File: config.mk
export PLATFORM = sky130hd
export DESIGN_NAME = wheel_speed_pi_control
export DESIGN_NICKNAME = d
export VERILOG_FILES = /design/src/wsp_pkg.sv /design/src/wsp_divider.sv /design/src/wsp_serial_mac.sv /design/src/wheel_speed_pi_control.sv
export SDC_FILE = /design/constraint.sdc
export NUM_CORES = 1
export LEC_CHECK = 0
export ABC_CLOCK_PERIOD_IN_PS = 6950
export BUFFER_PORTS_ARGS = -buffer_cell sky130_fd_sc_hd__buf_4
export CORE_AREA = 2 2 248 201
export CTS_CLUSTER_SIZE = 40
export DETAILED_ROUTE_END_ITERATION = 10
export DIE_AREA = 0 0 250 203
export PLACE_DENSITY = 0.8
export SYNTH_ARGS = -nofsm -noshare
export SYNTH_HDL_FRONTEND = slang
export SYNTH_SLANG_ARGS = --single-unit
File: constraint.sdc
create_clock -name clk_i -period 6.95 [get_ports clk_i]
set_clock_uncertainty 0.2 [all_clocks]
set_input_delay 1.39 -clock clk_i [delete_from_list [all_inputs] [get_ports clk_i]]
set_output_delay 1.39 -clock clk_i [all_outputs]
set_load 0.02 [all_outputs]
File: src/wsp_pkg.sv
`default_nettype none

package wsp_pkg;

  localparam int DATA_W       = 16;
  localparam int GAIN_W       = 8;
  localparam int FRAC_W       = 6;
  localparam int SPEED_MAG_W  = 15;
  localparam int ERR_W        = DATA_W + 1;
  localparam int DIVIDEND_W   = DATA_W + FRAC_W;
  localparam int DIV_CNT_W    = $clog2(DIVIDEND_W + 1);
  localparam int GAIN_CNT_W   = $clog2(GAIN_W);
  localparam int CFG_IDX_W    = 3;
  localparam int IN_TDATA_W   = 40;
  localparam int IN_TUSER_W   = 1;
  localparam int OUT_TDATA_W  = 40;
  localparam int OUT_PAD_W    = OUT_TDATA_W - (2 * DATA_W + 1);

  localparam int WHEELS_DEF   = 2;
  localparam int INTEG_W_DEF  = 32;

  localparam logic [GAIN_W-1:0] PROP_GAIN_RST  = 8'd4;
  localparam logic [GAIN_W-1:0] INTEG_GAIN_RST = 8'd1;
  localparam logic [DATA_W-1:0] DUTY_LIMIT_RST = 16'd999;
  localparam logic [DATA_W-1:0] SPEED_SCALE_RST = 16'd16000;
  localparam logic [DATA_W-1:0] STOP_PERIOD_RST = 16'd10000;
  localparam logic [DATA_W-1:0] MIN_PERIOD_RST  = 16'd50;

  typedef enum logic [CFG_IDX_W-1:0] {
    CFG_PROP_GAIN   = 3'd0,
    CFG_INTEG_GAIN  = 3'd1,
    CFG_DUTY_LIMIT  = 3'd2,
    CFG_SPEED_SCALE = 3'd3,
    CFG_STOP_PERIOD = 3'd4,
    CFG_MIN_PERIOD  = 3'd5
  } cfg_reg_e;

  typedef enum logic [2:0] {
    ST_IDLE,
    ST_EVAL,
    ST_DIV,
    ST_SPEED,
    ST_ACCUM,
    ST_MAC,
    ST_DUTY
  } ctrl_state_e;

  typedef struct packed {
    logic s_ready;
    logic div_start;
    logic mac_start;
    logic out_load;
  } ctrl_out_t;

endpackage

`default_nettype wire

File: src/wsp_divider.sv
`default_nettype none

module wsp_divider (
  input  wire logic                            clk_i,
  input  wire logic                            rst_ni,
  input  wire logic                            start_i,
  input  wire logic [wsp_pkg::DIVIDEND_W-1:0]  dividend_i,
  input  wire logic [wsp_pkg::DATA_W-1:0]      divisor_i,
  output logic                                 done_o,
  output logic [wsp_pkg::DIVIDEND_W-1:0]       quotient_o
);
  import wsp_pkg::*;

  logic [DIVIDEND_W-1:0] quo_q;
  logic [DATA_W-1:0]     rem_q;
  logic [DATA_W-1:0]     divisor_q;
  logic [DIV_CNT_W-1:0]  cnt_q;
  logic                  busy_q;
  logic                  done_q;
  logic [DATA_W:0]       rem_sh;
  logic [DATA_W+1:0]     diff;
  logic                  fits;

  assign rem_sh = {rem_q, quo_q[DIVIDEND_W-1]};
  assign diff   = {1'b0, rem_sh} - {2'b00, divisor_q};
  assign fits   = ~diff[DATA_W+1];

  always_ff @(posedge clk_i or negedge rst_ni) begin
    if (!rst_ni) begin
      busy_q <= 1'b0;
      done_q <= 1'b0;
      cnt_q  <= '0;
    end else if (start_i) begin
      busy_q <= 1'b1;
      done_q <= 1'b0;
      cnt_q  <= DIV_CNT_W'(DIVIDEND_W);
    end else if (busy_q) begin
      cnt_q <= cnt_q - DIV_CNT_W'(1);
      if (cnt_q == DIV_CNT_W'(1)) begin
        busy_q <= 1'b0;
        done_q <= 1'b1;
      end
    end else begin
      done_q <= 1'b0;
    end
  end

  always_ff @(posedge clk_i) begin
    if (start_i) begin
      quo_q     <= dividend_i;
      rem_q     <= '0;
      divisor_q <= divisor_i;
    end else if (busy_q) begin
      quo_q <= {quo_q[DIVIDEND_W-2:0], fits};
      rem_q <= fits ? diff[DATA_W-1:0] : rem_sh[DATA_W-1:0];
    end
  end

  assign done_o     = done_q;
  assign quotient_o = quo_q;

endmodule

`default_nettype wire

File: src/wsp_serial_mac.sv
`default_nettype none

module wsp_serial_mac #(
  parameter int INTEG_W = wsp_pkg::INTEG_W_DEF,
  localparam int ACC_W  = INTEG_W + wsp_pkg::GAIN_W + 2
) (
  input  wire logic                              clk_i,
  input  wire logic                              rst_ni,
  input  wire logic                              start_i,
  input  wire logic signed [wsp_pkg::ERR_W-1:0]  err_i,
  input  wire logic signed [INTEG_W-1:0]         integ_i,
  input  wire logic [wsp_pkg::GAIN_W-1:0]        prop_gain_i,
  input  wire logic [wsp_pkg::GAIN_W-1:0]        integ_gain_i,
  output logic                                   done_o,
  output logic signed [ACC_W-1:0]                acc_o
);
  import wsp_pkg::*;

  logic signed [ACC_W-1:0]   acc_q;
  logic signed [ACC_W-1:0]   mcand_q;
  logic signed [INTEG_W-1:0] integ_q;
  logic [GAIN_W-1:0]         gain_q;
  logic [GAIN_W-1:0]         ki_q;
  logic [GAIN_CNT_W-1:0]     cnt_q;
  logic                      phase_q;
  logic                      busy_q;
  logic                      done_q;
  logic                      last_bit;

  assign last_bit = (cnt_q == GAIN_CNT_W'(GAIN_W - 1));

  always_ff @(posedge clk_i or negedge rst_ni) begin
    if (!rst_ni) begin
      busy_q  <= 1'b0;
      done_q  <= 1'b0;
      phase_q <= 1'b0;
      cnt_q   <= '0;
    end else if (start_i) begin
      busy_q  <= 1'b1;
      done_q  <= 1'b0;
      phase_q <= 1'b0;
      cnt_q   <= '0;
    end else if (busy_q) begin
      cnt_q <= cnt_q + GAIN_CNT_W'(1);
      if (last_bit) begin
        cnt_q <= '0;
        if (phase_q) begin
          busy_q <= 1'b0;
          done_q <= 1'b1;
        end else begin
          phase_q <= 1'b1;
        end
      end
    end else begin
      done_q <= 1'b0;
    end
  end

  always_ff @(posedge clk_i) begin
    if (start_i) begin
      acc_q   <= '0;
      mcand_q <= ACC_W'(err_i);
      gain_q  <= prop_gain_i;
      ki_q    <= integ_gain_i;
      integ_q <= integ_i;
    end else if (busy_q) begin
      if (gain_q[0]) begin
        acc_q <= acc_q + mcand_q;
      end
      if (last_bit && !phase_q) begin
        mcand_q <= ACC_W'(integ_q);
        gain_q  <= ki_q;
      end else begin
        mcand_q <= mcand_q <<< 1;
        gain_q  <= gain_q >> 1;
      end
    end
  end

  assign done_o = done_q;
  assign acc_o  = acc_q;

endmodule

`default_nettype wire

File: src/wheel_speed_pi_control.sv
`default_nettype none
// PI speed controller for up to WHEELS wheels, one control tick per input beat.
// Input stream: s_axis_tuser carries the wheel number, s_axis_tdata the target
// speed (Q.6), the encoder capture period and the emergency flag. Output
// stream: one beat per tick with duty magnitude, reverse flag and the signed
// measured speed. Configuration: cfg_valid_i/cfg_index_i/cfg_data_i write
// gains, duty limit, speed scale and the period thresholds; always ready.
// A tick that needs scale/period runs a bit-serial restoring divider, one
// quotient bit per cycle, then a shift-add multiplier that takes one gain bit
// per cycle. Ticks that keep or zero the speed skip the divider, an emergency
// tick skips the multiplier (it still divides when it needs to) and a tick for
// an unknown wheel goes straight to the output. One tick is processed at a
// time; the next beat is taken the cycle after the result is loaded into the
// output register. A stalled receiver holds the output beat; the controller
// then accepts one more tick and waits with its result until the output
// register frees. Reset clears integrators, speeds and directions of all
// wheels and loads the default gains and limits.
module wheel_speed_pi_control #(
  parameter int WHEELS  = wsp_pkg::WHEELS_DEF,
  parameter int INTEG_W = wsp_pkg::INTEG_W_DEF
) (
  input  wire logic                             clk_i,
  input  wire logic                             rst_ni,
  input  wire logic                             cfg_valid_i,
  output logic                                  cfg_ready_o,
  input  wire logic [wsp_pkg::CFG_IDX_W-1:0]    cfg_index_i,
  input  wire logic [wsp_pkg::DATA_W-1:0]       cfg_data_i,
  input  wire logic                             s_axis_tvalid,
  output logic                                  s_axis_tready,
  // target_speed[15:0], capture_period[31:16], emergency_stop[32], zero[39:33]
  input  wire logic [wsp_pkg::IN_TDATA_W-1:0]   s_axis_tdata,
  // wheel[0]
  input  wire logic [wsp_pkg::IN_TUSER_W-1:0]   s_axis_tuser,
  output logic                                  m_axis_tvalid,
  input  wire logic                             m_axis_tready,
  // duty[15:0], reverse[16], measured_speed[32:17], zero[39:33]
  output logic [wsp_pkg::OUT_TDATA_W-1:0]       m_axis_tdata
);
  import wsp_pkg::*;

  localparam int ACC_W  = INTEG_W + GAIN_W + 2;
  localparam int WIDX_W = (WHEELS > 1) ? $clog2(WHEELS) : 1;
  localparam int SUM_W  = ((INTEG_W > ERR_W) ? INTEG_W : ERR_W) + 1;
  localparam logic signed [SUM_W-1:0] I_MAX =
    {{(SUM_W-INTEG_W+1){1'b0}}, {(INTEG_W-1){1'b1}}};
  localparam logic signed [SUM_W-1:0] I_MIN = ~I_MAX;

  ctrl_state_e state_q, state_d;
  ctrl_out_t   ctl;

  logic [GAIN_W-1:0] prop_gain_q, integ_gain_q;
  logic [DATA_W-1:0] duty_limit_q, speed_scale_q, stop_period_q, min_period_q;

  logic                      wheel_q;
  logic signed [DATA_W-1:0]  target_q;
  logic [DATA_W-1:0]         period_q;
  logic                      emerg_q;
  logic signed [DATA_W-1:0]  speed_q;
  logic signed [ERR_W-1:0]   err_q;

  logic signed [INTEG_W-1:0] integ_q [WHEELS];
  logic [SPEED_MAG_W-1:0]    mag_q   [WHEELS];
  logic                      dir_q   [WHEELS];

  logic                      m_valid_q;
  logic [DATA_W-1:0]         duty_q;
  logic                      rev_q;
  logic signed [DATA_W-1:0]  speed_out_q;

  logic [WIDX_W-1:0]         w_idx;
  logic                      in_range;
  logic                      is_stop, is_fast;
  logic                      div_done, mac_done;
  logic [DIVIDEND_W-1:0]     quotient;
  logic [SPEED_MAG_W-1:0]    quo_sat;
  logic signed [DATA_W-1:0]  speed_c;
  logic signed [SUM_W-1:0]   integ_sum;
  logic signed [INTEG_W-1:0] integ_sat;
  logic signed [ACC_W-1:0]   mac_acc;
  logic                      d_neg;
  logic [ACC_W-1:0]          d_mag;
  logic                      d_over;
  logic [DATA_W-1:0]         duty_c;
  logic                      rev_c;
  logic                      out_free;

  assign w_idx    = WIDX_W'(wheel_q);
  assign in_range = (int'(wheel_q) < WHEELS);
  assign is_stop  = (period_q > stop_period_q);
  assign is_fast  = (period_q > min_period_q);
  assign out_free = !m_valid_q || m_axis_tready;

  assign quo_sat = (|quotient[DIVIDEND_W-1:SPEED_MAG_W]) ? {SPEED_MAG_W{1'b1}}
                                                          : quotient[SPEED_MAG_W-1:0];
  assign speed_c = dir_q[w_idx] ? -$signed({1'b0, mag_q[w_idx]})
                                :  $signed({1'b0, mag_q[w_idx]});

  assign integ_sum = SUM_W'(integ_q[w_idx]) + SUM_W'(err_q);
  always_comb begin
    priority if (integ_sum > I_MAX) begin
      integ_sat = INTEG_W'(I_MAX);
    end else if (integ_sum < I_MIN) begin
      integ_sat = INTEG_W'(I_MIN);
    end else begin
      integ_sat = INTEG_W'(integ_sum);
    end
  end

  assign d_neg  = mac_acc[ACC_W-1];
  assign d_mag  = d_neg ? ACC_W'(-mac_acc) : ACC_W'(mac_acc);
  assign d_over = (d_mag >= ACC_W'({duty_limit_q, {FRAC_W{1'b0}}}));

  always_comb begin
    priority if (!in_range || emerg_q) begin
      duty_c = '0;
      rev_c  = 1'b0;
    end else begin
      duty_c = d_over ? duty_limit_q : d_mag[FRAC_W +: DATA_W];
      rev_c  = d_neg;
    end
  end

  // next state
  always_comb begin
    state_d = state_q;
    unique case (state_q)
      ST_IDLE: begin
        if (s_axis_tvalid) begin
          state_d = ST_EVAL;
        end
      end
      ST_EVAL: begin
        priority if (!in_range) begin
          state_d = ST_DUTY;
        end else if (!is_stop && is_fast) begin
          state_d = ST_DIV;
        end else begin
          state_d = ST_SPEED;
        end
      end
      ST_DIV: begin
        if (div_done) begin
          state_d = ST_SPEED;
        end
      end
      ST_SPEED: state_d = ST_ACCUM;
      ST_ACCUM: state_d = emerg_q ? ST_DUTY : ST_MAC;
      ST_MAC: begin
        if (mac_done) begin
          state_d = ST_DUTY;
        end
      end
      ST_DUTY: begin
        if (out_free) begin
          state_d = ST_IDLE;
        end
      end
      default: state_d = ST_IDLE;
    endcase
  end

  // outputs
  always_comb begin
    ctl = '0;
    unique case (state_q)
      ST_IDLE:  ctl.s_ready   = 1'b1;
      ST_EVAL:  ctl.div_start = in_range && !is_stop && is_fast;
      ST_ACCUM: ctl.mac_start = !emerg_q;
      ST_DUTY:  ctl.out_load  = out_free;
      default:  ctl = '0;
    endcase
  end

  always_ff @(posedge clk_i or negedge rst_ni) begin
    if (!rst_ni) begin
      state_q <= ST_IDLE;
    end else begin
      state_q <= state_d;
    end
  end

  always_ff @(posedge clk_i or negedge rst_ni) begin
    if (!rst_ni) begin
      prop_gain_q   <= PROP_GAIN_RST;
      integ_gain_q  <= INTEG_GAIN_RST;
      duty_limit_q  <= DUTY_LIMIT_RST;
      speed_scale_q <= SPEED_SCALE_RST;
      stop_period_q <= STOP_PERIOD_RST;
      min_period_q  <= MIN_PERIOD_RST;
    end else if (cfg_valid_i) begin
      unique case (cfg_index_i)
        CFG_PROP_GAIN:   prop_gain_q   <= cfg_data_i[GAIN_W-1:0];
        CFG_INTEG_GAIN:  integ_gain_q  <= cfg_data_i[GAIN_W-1:0];
        CFG_DUTY_LIMIT:  duty_limit_q  <= cfg_data_i;
        CFG_SPEED_SCALE: speed_scale_q <= cfg_data_i;
        CFG_STOP_PERIOD: stop_period_q <= cfg_data_i;
        CFG_MIN_PERIOD:  min_period_q  <= cfg_data_i;
        default: ;
      endcase
    end
  end

  always_ff @(posedge clk_i) begin
    if (ctl.s_ready && s_axis_tvalid) begin
      wheel_q  <= s_axis_tuser[0];
      target_q <= s_axis_tdata[DATA_W-1:0];
      period_q <= s_axis_tdata[2*DATA_W-1:DATA_W];
      emerg_q  <= s_axis_tdata[2*DATA_W];
    end
    if (state_q == ST_SPEED) begin
      speed_q <= speed_c;
      err_q   <= ERR_W'(target_q) - ERR_W'(speed_c);
    end
  end

  // per-wheel state
  always_ff @(posedge clk_i or negedge rst_ni) begin
    if (!rst_ni) begin
      for (int k = 0; k < WHEELS; k++) begin
        integ_q[k] <= '0;
        mag_q[k]   <= '0;
        dir_q[k]   <= 1'b0;
      end
    end else begin
      if (state_q == ST_EVAL && in_range && is_stop) begin
        mag_q[w_idx] <= '0;
      end
      if (state_q == ST_DIV && div_done) begin
        mag_q[w_idx] <= quo_sat;
      end
      if (state_q == ST_ACCUM) begin
        integ_q[w_idx] <= emerg_q ? '0 : integ_sat;
      end
      if (ctl.out_load && in_range) begin
        dir_q[w_idx] <= rev_c;
      end
    end
  end

  always_ff @(posedge clk_i or negedge rst_ni) begin
    if (!rst_ni) begin
      m_valid_q <= 1'b0;
    end else if (ctl.out_load) begin
      m_valid_q <= 1'b1;
    end else if (m_axis_tready) begin
      m_valid_q <= 1'b0;
    end
  end

  always_ff @(posedge clk_i) begin
    if (ctl.out_load) begin
      duty_q      <= duty_c;
      rev_q       <= rev_c;
      speed_out_q <= in_range ? speed_q : '0;
    end
  end

  wsp_divider u_div (
    .clk_i      (clk_i),
    .rst_ni     (rst_ni),
    .start_i    (ctl.div_start),
    .dividend_i ({speed_scale_q, {FRAC_W{1'b0}}}),
    .divisor_i  (period_q),
    .done_o     (div_done),
    .quotient_o (quotient)
  );

  wsp_serial_mac #(
    .INTEG_W (INTEG_W)
  ) u_mac (
    .clk_i        (clk_i),
    .rst_ni       (rst_ni),
    .start_i      (ctl.mac_start),
    .err_i        (err_q),
    .integ_i      (integ_sat),
    .prop_gain_i  (prop_gain_q),
    .integ_gain_i (integ_gain_q),
    .done_o       (mac_done),
    .acc_o        (mac_acc)
  );

  assign cfg_ready_o   = 1'b1;
  assign s_axis_tready = ctl.s_ready;
  assign m_axis_tvalid = m_valid_q;
  assign m_axis_tdata  = {{OUT_PAD_W{1'b0}}, speed_out_q, rev_q, duty_q};

`ifndef SYNTH
  a_div_done_in_div: assert property (@(posedge clk_i) disable iff (!rst_ni)
    div_done |-> (state_q == ST_DIV))
    else $error("divider finished outside the divide phase");

  a_mac_done_in_mac: assert property (@(posedge clk_i) disable iff (!rst_ni)
    mac_done |-> (state_q == ST_MAC))
    else $error("multiplier finished outside the multiply phase");

  a_out_from_duty: assert property (@(posedge clk_i) disable iff (!rst_ni)
    $rose(m_axis_tvalid) |-> ($past(state_q) == ST_DUTY))
    else $error("output beat raised outside the duty phase");

  a_mac_not_on_emerg: assert property (@(posedge clk_i) disable iff (!rst_ni)
    ctl.mac_start |-> (!emerg_q && in_range))
    else $error("multiplier started on an emergency or unknown wheel tick");
`endif

endmodule

`default_nettype wire

=== Word level (Yosys, flattened, before mapping) ===
Cells that the tools add are included.

* $add $sub $neg: 8
* $mul: 0
* Div/mod/pow operators: 0
* Order comparisons: 7
* Equality and inequality tests: 20
* Shifts and indexed selects: 0
* Mux-type cells: 72
* Bitwise logic cells: 4
* Reductions and logical operators: 28

{| class="wikitable"
|+ Operators by type and width
! kind !! count
|-
| 2-to-1 mux 32 bit || 7
|-
| 2-to-1 mux 42 bit || 4
|-
| 2-to-1 mux 15 bit || 5
|-
| bitwise mux 64 bit || 1
|-
| 2-to-1 mux 30 bit || 2
|-
| 2-to-1 mux 16 bit || 3
|-
| 2-to-1 mux 22 bit || 2
|-
| adder 42 bit || 1
|-
| greater-or-equal comparator 42 x 22 -> 1 bit || 1
|-
| negation 42 bit || 1
|-
| adder 32 x 17 -> 33 bit || 1
|-
| greater-than comparator 33 x 32 -> 1 bit, second input constant || 1
|-
| < comparator 33 x 32 -> 1 bit, second input constant || 1
|-
| demux 32 bit (select 1 bit) || 1
|-
| greater-than comparator 16 bit || 2
|-
| AND 30 bit || 1
|-
| bitwise mux 30 bit || 1
|-
| NOT 30 bit || 1
|-
| 2-to-1 mux 1 bit || 29
|-
| 2-to-1 mux 8 bit || 3
|-
| 2-to-1 mux 3 bit || 7
|-
| case mux 3 bit (7 select lines) || 1
|-
| equality test 3 bit, second input constant || 6
|-
| AND reduction 2 bit || 9
|-
| other kinds (28) || 48
|}

* Register bits: 479
* Bits in latches: 0
* Memory bits (writable): 0
* Bits in read-only memories: 0
* Output and inout bits: 43
* Word-level logic and storage cells: 178
* Memories kept: 0

=== Depth between registers and ports, before layout ===
* Depth after elaboration: 10
* Depth in mapped cells: 20

=== Modules after synthesis ===
From an unflattened synthesis, not the netlist that was laid out.

* Cells, all modules: 2632
* Area, all modules: 26999.6 sq um

{| class="wikitable"
|+ By module, submodules not included
! module !! instances !! cells an instance !! area an instance (sq um) !! seq. area each (sq um)
|-
| wheel_speed_pi_control || 1 || 1571 || 16196.8 || 7537.2
|-
| wsp_serial_mac || 1 || 781 || 7553.5 || 3693.5
|-
| wsp_divider || 1 || 280 || 3249.4 || 1636.6
|}

=== Worst setup path after synthesis ===
OpenSTA, ideal clock, no wires.

* Path type: register to register
* From: reg wheel_q (netlist: w_idx)
* To: reg u_mac.integ_q[24] (data pin)
* Arrival time: 4.816 ns
* Data required time: 6.609 ns
* Setup slack: 1.793 ns
* Cell stages (with the launch flop): 21
* Period minus slack after synthesis: 5.157 ns
* Cells stage by stage: edfxtp_1 -> clkbuf_1 -> clkbuf_1 -> clkbuf_1 -> clkbuf_1 -> mux2_2 -> ha_1 -> inv_1 -> fa_1 -> nor2b_1 -> o31a_1 -> o31ai_1 -> a31oi_1 -> a21oi_1 -> o22a_1 -> o21a_1 -> nor2_1 -> inv_1 -> clkbuf_1 -> o21ai_0 -> nor2b_1

* Longest elaborated chain between the ends: 8

{| class="wikitable"
|+ RTL lines
! element !! RTL line !! text
|-
| start: declaration || wheel_speed_pi_control.sv:54 || <nowiki>logic wheel_q;</nowiki>
|-
| start signal: assignment || wheel_speed_pi_control.sv:205 || <nowiki>wheel_q <= s_axis_tuser[0];</nowiki>
|-
| NOT 1 -> 2 bit (not written as such) (*) || wheel_speed_pi_control.sv:98 || <nowiki>assign integ_sum = SUM_W'(integ_q[w_idx]) + SUM_W'(err_q);</nowiki>
|-
| 2-to-1 mux 32 bit (not written as such) (*) (3 in series) || wheel_speed_pi_control.sv:98 ||
|-
| adder 32 x 17 -> 33 bit (*) || wheel_speed_pi_control.sv:98 ||
|-
| < comparator 33 x 32 -> 1 bit || wheel_speed_pi_control.sv:102 || <nowiki>end else if (integ_sum < I_MIN) begin</nowiki>
|-
| 2-to-1 mux 32 bit || wheel_speed_pi_control.sv:102 ||
|-
| 2-to-1 mux 32 bit (*) || wheel_speed_pi_control.sv:100 || <nowiki>priority if (integ_sum > I_MAX) begin</nowiki>
|-
| named net integ_sat[24] || wheel_speed_pi_control.sv:78 || <nowiki>logic signed [INTEG_W-1:0] integ_sat;</nowiki>
|-
| end signal: assignment || wsp_serial_mac.sv:65 || <nowiki>integ_q <= integ_i;</nowiki>
|-
| end: declaration || wsp_serial_mac.sv:21 || <nowiki>logic signed [INTEG_W-1:0] integ_q;</nowiki>
|}

The timed path passes the listed nets; every way through them passes the cells marked *. The select of a mux whose other input is x is not followed.
A chain may end at the register's enable or synchronous reset.

=== Final worst setup path ===
* From: reg u_mac.acc_q[2] (netlist: u_mac.acc_o[2])
* To: reg duty_q[8] (data pin)

* Longest elaborated chain between the ends: 4

{| class="wikitable"
|+ RTL lines
! element !! RTL line !! text
|-
| start: declaration || wsp_serial_mac.sv:19 || <nowiki>logic signed [ACC_W-1:0] acc_q;</nowiki>
|-
| start signal: assignment || wsp_serial_mac.sv:68 || <nowiki>acc_q <= acc_q + mcand_q;</nowiki>
|-
| negation 42 bit || wheel_speed_pi_control.sv:110 || <nowiki>assign d_mag = d_neg ? ACC_W'(-mac_acc) : ACC_W'(mac_acc);</nowiki>
|-
| 2-to-1 mux 42 bit (*) || wheel_speed_pi_control.sv:110 ||
|-
| greater-or-equal comparator 42 x 22 -> 1 bit || wheel_speed_pi_control.sv:111 || <nowiki>assign d_over = (d_mag >= ACC_W'({duty_limit_q, {FRAC_W{1'b0}}}));</nowiki>
|-
| 2-to-1 mux 16 bit (*) || wheel_speed_pi_control.sv:118 || <nowiki>duty_c = d_over ? duty_limit_q : d_mag[FRAC_W +: DATA_W];</nowiki>
|-
| end signal: assignment || wheel_speed_pi_control.sv:252 || <nowiki>duty_q <= duty_c;</nowiki>
|-
| end: declaration || wheel_speed_pi_control.sv:66 || <nowiki>logic [DATA_W-1:0] duty_q;</nowiki>
|}

Every way passes the cells marked *; elsewhere a longest branch is shown, timed or not.

==> results.cfg <==
[status]
outcome = complete, no violations

[run]
maxCapViolations = 0

[worst_setup_path]
path_cells = nor4_4, nand4b_2, or4_1, or3_1, o31ai_1, xnor2_1, ha_1, nand4_1, nor3_1, a221oi_1, and3_1, nand3_1, or4_4, a2111oi_4, nand3_2, nor2_1, a211oi_2
arrival_ns = 6.12
start_kind = flop
max_stage_delay_ns = 0.66
crit_path_top_delay_cell = or4_1
setup.worst_path.end_class = flop
timing.rr.start = u_mac.acc_o[2]
cp.required_ns = 7.07
crit_type = reg -> reg
crit_path_start = u_mac.acc_o[2]
path_max_fanout = 32

[logic_synthesis]
synth_warnings = 0
synth.cell_area_um2 = 26210
yosysTopAreaCellShare_pct = 25.43
synth_area_leaders = edfxtp_1, dfrtp_1, ha_1, dfxtp_1, nand2_1
synthDistinctLibCells = 89
avgSynthCellArea_um2 = 10.11
ys_seq_area_share_pct = 48.86
synthCells = 2593
yosys.area.top_type = edfxtp_1
synthArstFlopShare_pct = 40.29
synth_edf_count = 222
synth-seq-cells = 479
synthFlopType = edfxtp_1

[route]
wirelength_um = 63470
route.detailed.drc = 0
num_vias = 20070
met1_length_um = 28610
top_layer = met4
ant_nets = 0
wl_met2_um = 28670
wire_per_inst_um = 19.15
post_drt_via_cell_ratio = 6.056
wl_met3_um = 4484
first_pass_iters = 8
drtIter0Drc = 1691

[sta]
rsz0062_at_grt = false
worst_pin_slew_ns = 1.219
max_freq_mhz = 166.9
post-route-period-util_pct = 86.23
setup_viol = 0
post-route-min-period_ns = 5.993
hold_viol = 0
drv_slew = 0
slew_headroom_pct = 18.75
finalSetupTns_ns = 0
fin_hold_ws_ns = 0.2183

[cells_and_area]
fill_cells = 3821
instances_no_fill = 3315
utilization_pct = 60.75
nets = 2872
syn_to_final_growth_pct = 11.48
insertedDiodeCount = 0
layout-drive-gt1-share_pct = 13.59

[floorplan]
fp.dieArea_um2 = 50750
die_h_um = 203
coreArea_um2 = 48110
rows = 72
initial_core_util_pct = 54.49
ios = 108
fp.dieW_um = 250

[clock_network]
cts_tree = built
cts_htree_levels = 2
root_buffer = clkbuf_16
cts_buffer_depth = 3
cts_setup_buffers = 0
clock-sinks = 479
clk_pin_slew_ns = 0.06
cts_hold_buffers = 0
cts_resized = 0
cts_buffers = 49
clk_latency_ns = 0.62

[global_route]
grt_pass1_wl_um = 102200
grt_pass1_vias = 19470
grt_max_degree = 158
track_usage_pct = 24.90
grt_overflow = 0
antenna_found_initial = 1

[placed_design]
gp_congestion = 0.9101
io_buffer_count = 92
dp_hpwl_um = 44240
placedCellCount = 3223

[pwr]
p_per_area_nw_per_um2 = 533.0
irDropWorstVdd_uv = 272.2
power_mw = 15.58
p_leak_nw = 12.38

[min_path]
min_path_type = reg -> reg
hp-start = speed_q[4]
-- worst max-delay path: cells and delay by family, from the launching register on --
kind | cells | cell delay, ns
and+or+nand+nor | 11 | 3.65
AOI/OAI and AO/OA | 4 | 0.97
DFF | 1 | 0.35
adders and majority gates | 1 | 0.29
xor gates and xnor gates | 1 | 0.20
-- final cells by class --
cell class	count	area [µm²]	area share, %
flip-flops and latches	479	12810	43.83
multi-input cells	1871	12520	42.86
clock buffers	63	1350	4.620
repair buffers	116	889.6	3.044
well taps	629	787.0	2.693
inverters	128	480.5	1.644
clock inverters	29	384.1	1.314
-- where the power goes --
group	internal, mW	total (mW)	switching, mW
registers	4.29	5.09	0.798
clock network	1.65	2.82	1.17
logic	3.13	7.67	4.54
-- state kept, by name, indices dropped and copies added (netlist names), 8 cells and up --
| name | flops |
|---|---|
| duty_limit_q | 16 |
| duty_q | 16 |
| err_q | 17 |
| integ_gain_q | 8 |
| integ_q | 64 |
| mag_q | 30 |
| min_period_q | 16 |
| period_q | 16 |
| prop_gain_q | 8 |
| speed_out_q | 16 |
| speed_q | 16 |
| speed_scale_q | 16 |
| stop_period_q | 16 |
| target_q | 16 |
| u_div.divisor_q | 16 |
| u_div.quotient_o | 22 |
| u_div.rem_q | 16 |
| u_mac.acc_o | 42 |
| u_mac.gain_q | 8 |
| u_mac.integ_q | 32 |
| u_mac.ki_q | 8 |
| u_mac.mcand_q | 42 |
-- metrics by stage --
stage                     area [µm²]  setup slack, ns
after floorplan                26240            1.793
after global placement         27490            1.162
after detailed placement       27490            1.015
after CTS                      29220           0.9769
after global routing           29220           0.6070
final                          29220           0.9573
-- cell families (layout without fill, tap and decap cells) --
logic type,count (synthesis),in the layout,share of synthesized area [%]
flip-flops,479,479,48.86
AND/OR/NAND/NOR,784,784,13.75
buffers and inverters,249,336,3.766
other,2,8,0.02865
adder cells (fa/ha/maj),166,166,8.000
XOR/XNOR,105,105,3.508
AO/OA/AOI/OAI,693,693,17.30
multiplexers,115,115,4.792
-- layout by cell type (no fill, tap or decap), types with 31 or more instances in the layout --
cell	netlist	layout
a21o_1	57	57
a21oi_1	161	161
a22o_1	45	45
a31oi_1	52	52
buf_4	9	114
clkbuf_16	0	50
dfrtp_1	169	168
dfxtp_1	64	64
edfxtp_1	222	222
ha_1	158	158
inv_1	127	127
mux2_2	84	84
mux2i_1	31	31
nand2_1	325	325
nand2b_1	34	33
nor2_1	204	202
nor2b_1	39	38
nor3_1	42	38
o21ai_0	183	183
xnor2_1	62	62
xor2_1	43	43
-- synth_stat cells, types with 34 or more instances --
cell,count
o21ai_0,183
clkbuf_1,104
a31oi_1,52
xor2_1,43
nor2_1,204
nand2_1,325
a22o_1,45
xnor2_1,62
nor3_1,42
mux2_2,84
dfrtp_1,169
ha_1,158
nor2b_1,39
inv_1,127
nand2b_1,34
edfxtp_1,222
a21oi_1,161
dfxtp_1,64
a21o_1,57
-- metal layers --
metal	vias to the layer above	track usage, %
met2	705	39.35
met5	-	0
met1	9792	35.16
li1	9449	-
met4	0	8.298
met3	128	4.026
-- path summary, 6_finish.rpt --
kind | endpoint | slack, ns | cells after the start
min in group asynchronous | integ_q[62] | 0.51 | 1
worst min-delay path | speed_out_q[4] | 0.22 | 0
worst min register to register | speed_out_q[4] | 0.22 | 0
worst max register to register | duty_q[8] | 0.96 | 17
max in group asynchronous | duty_limit_q[11] | 4.86 | 2
worst max-delay path | duty_q[8] | 0.96 | 17
Note: power is estimated with default switching activity, not from simulation.
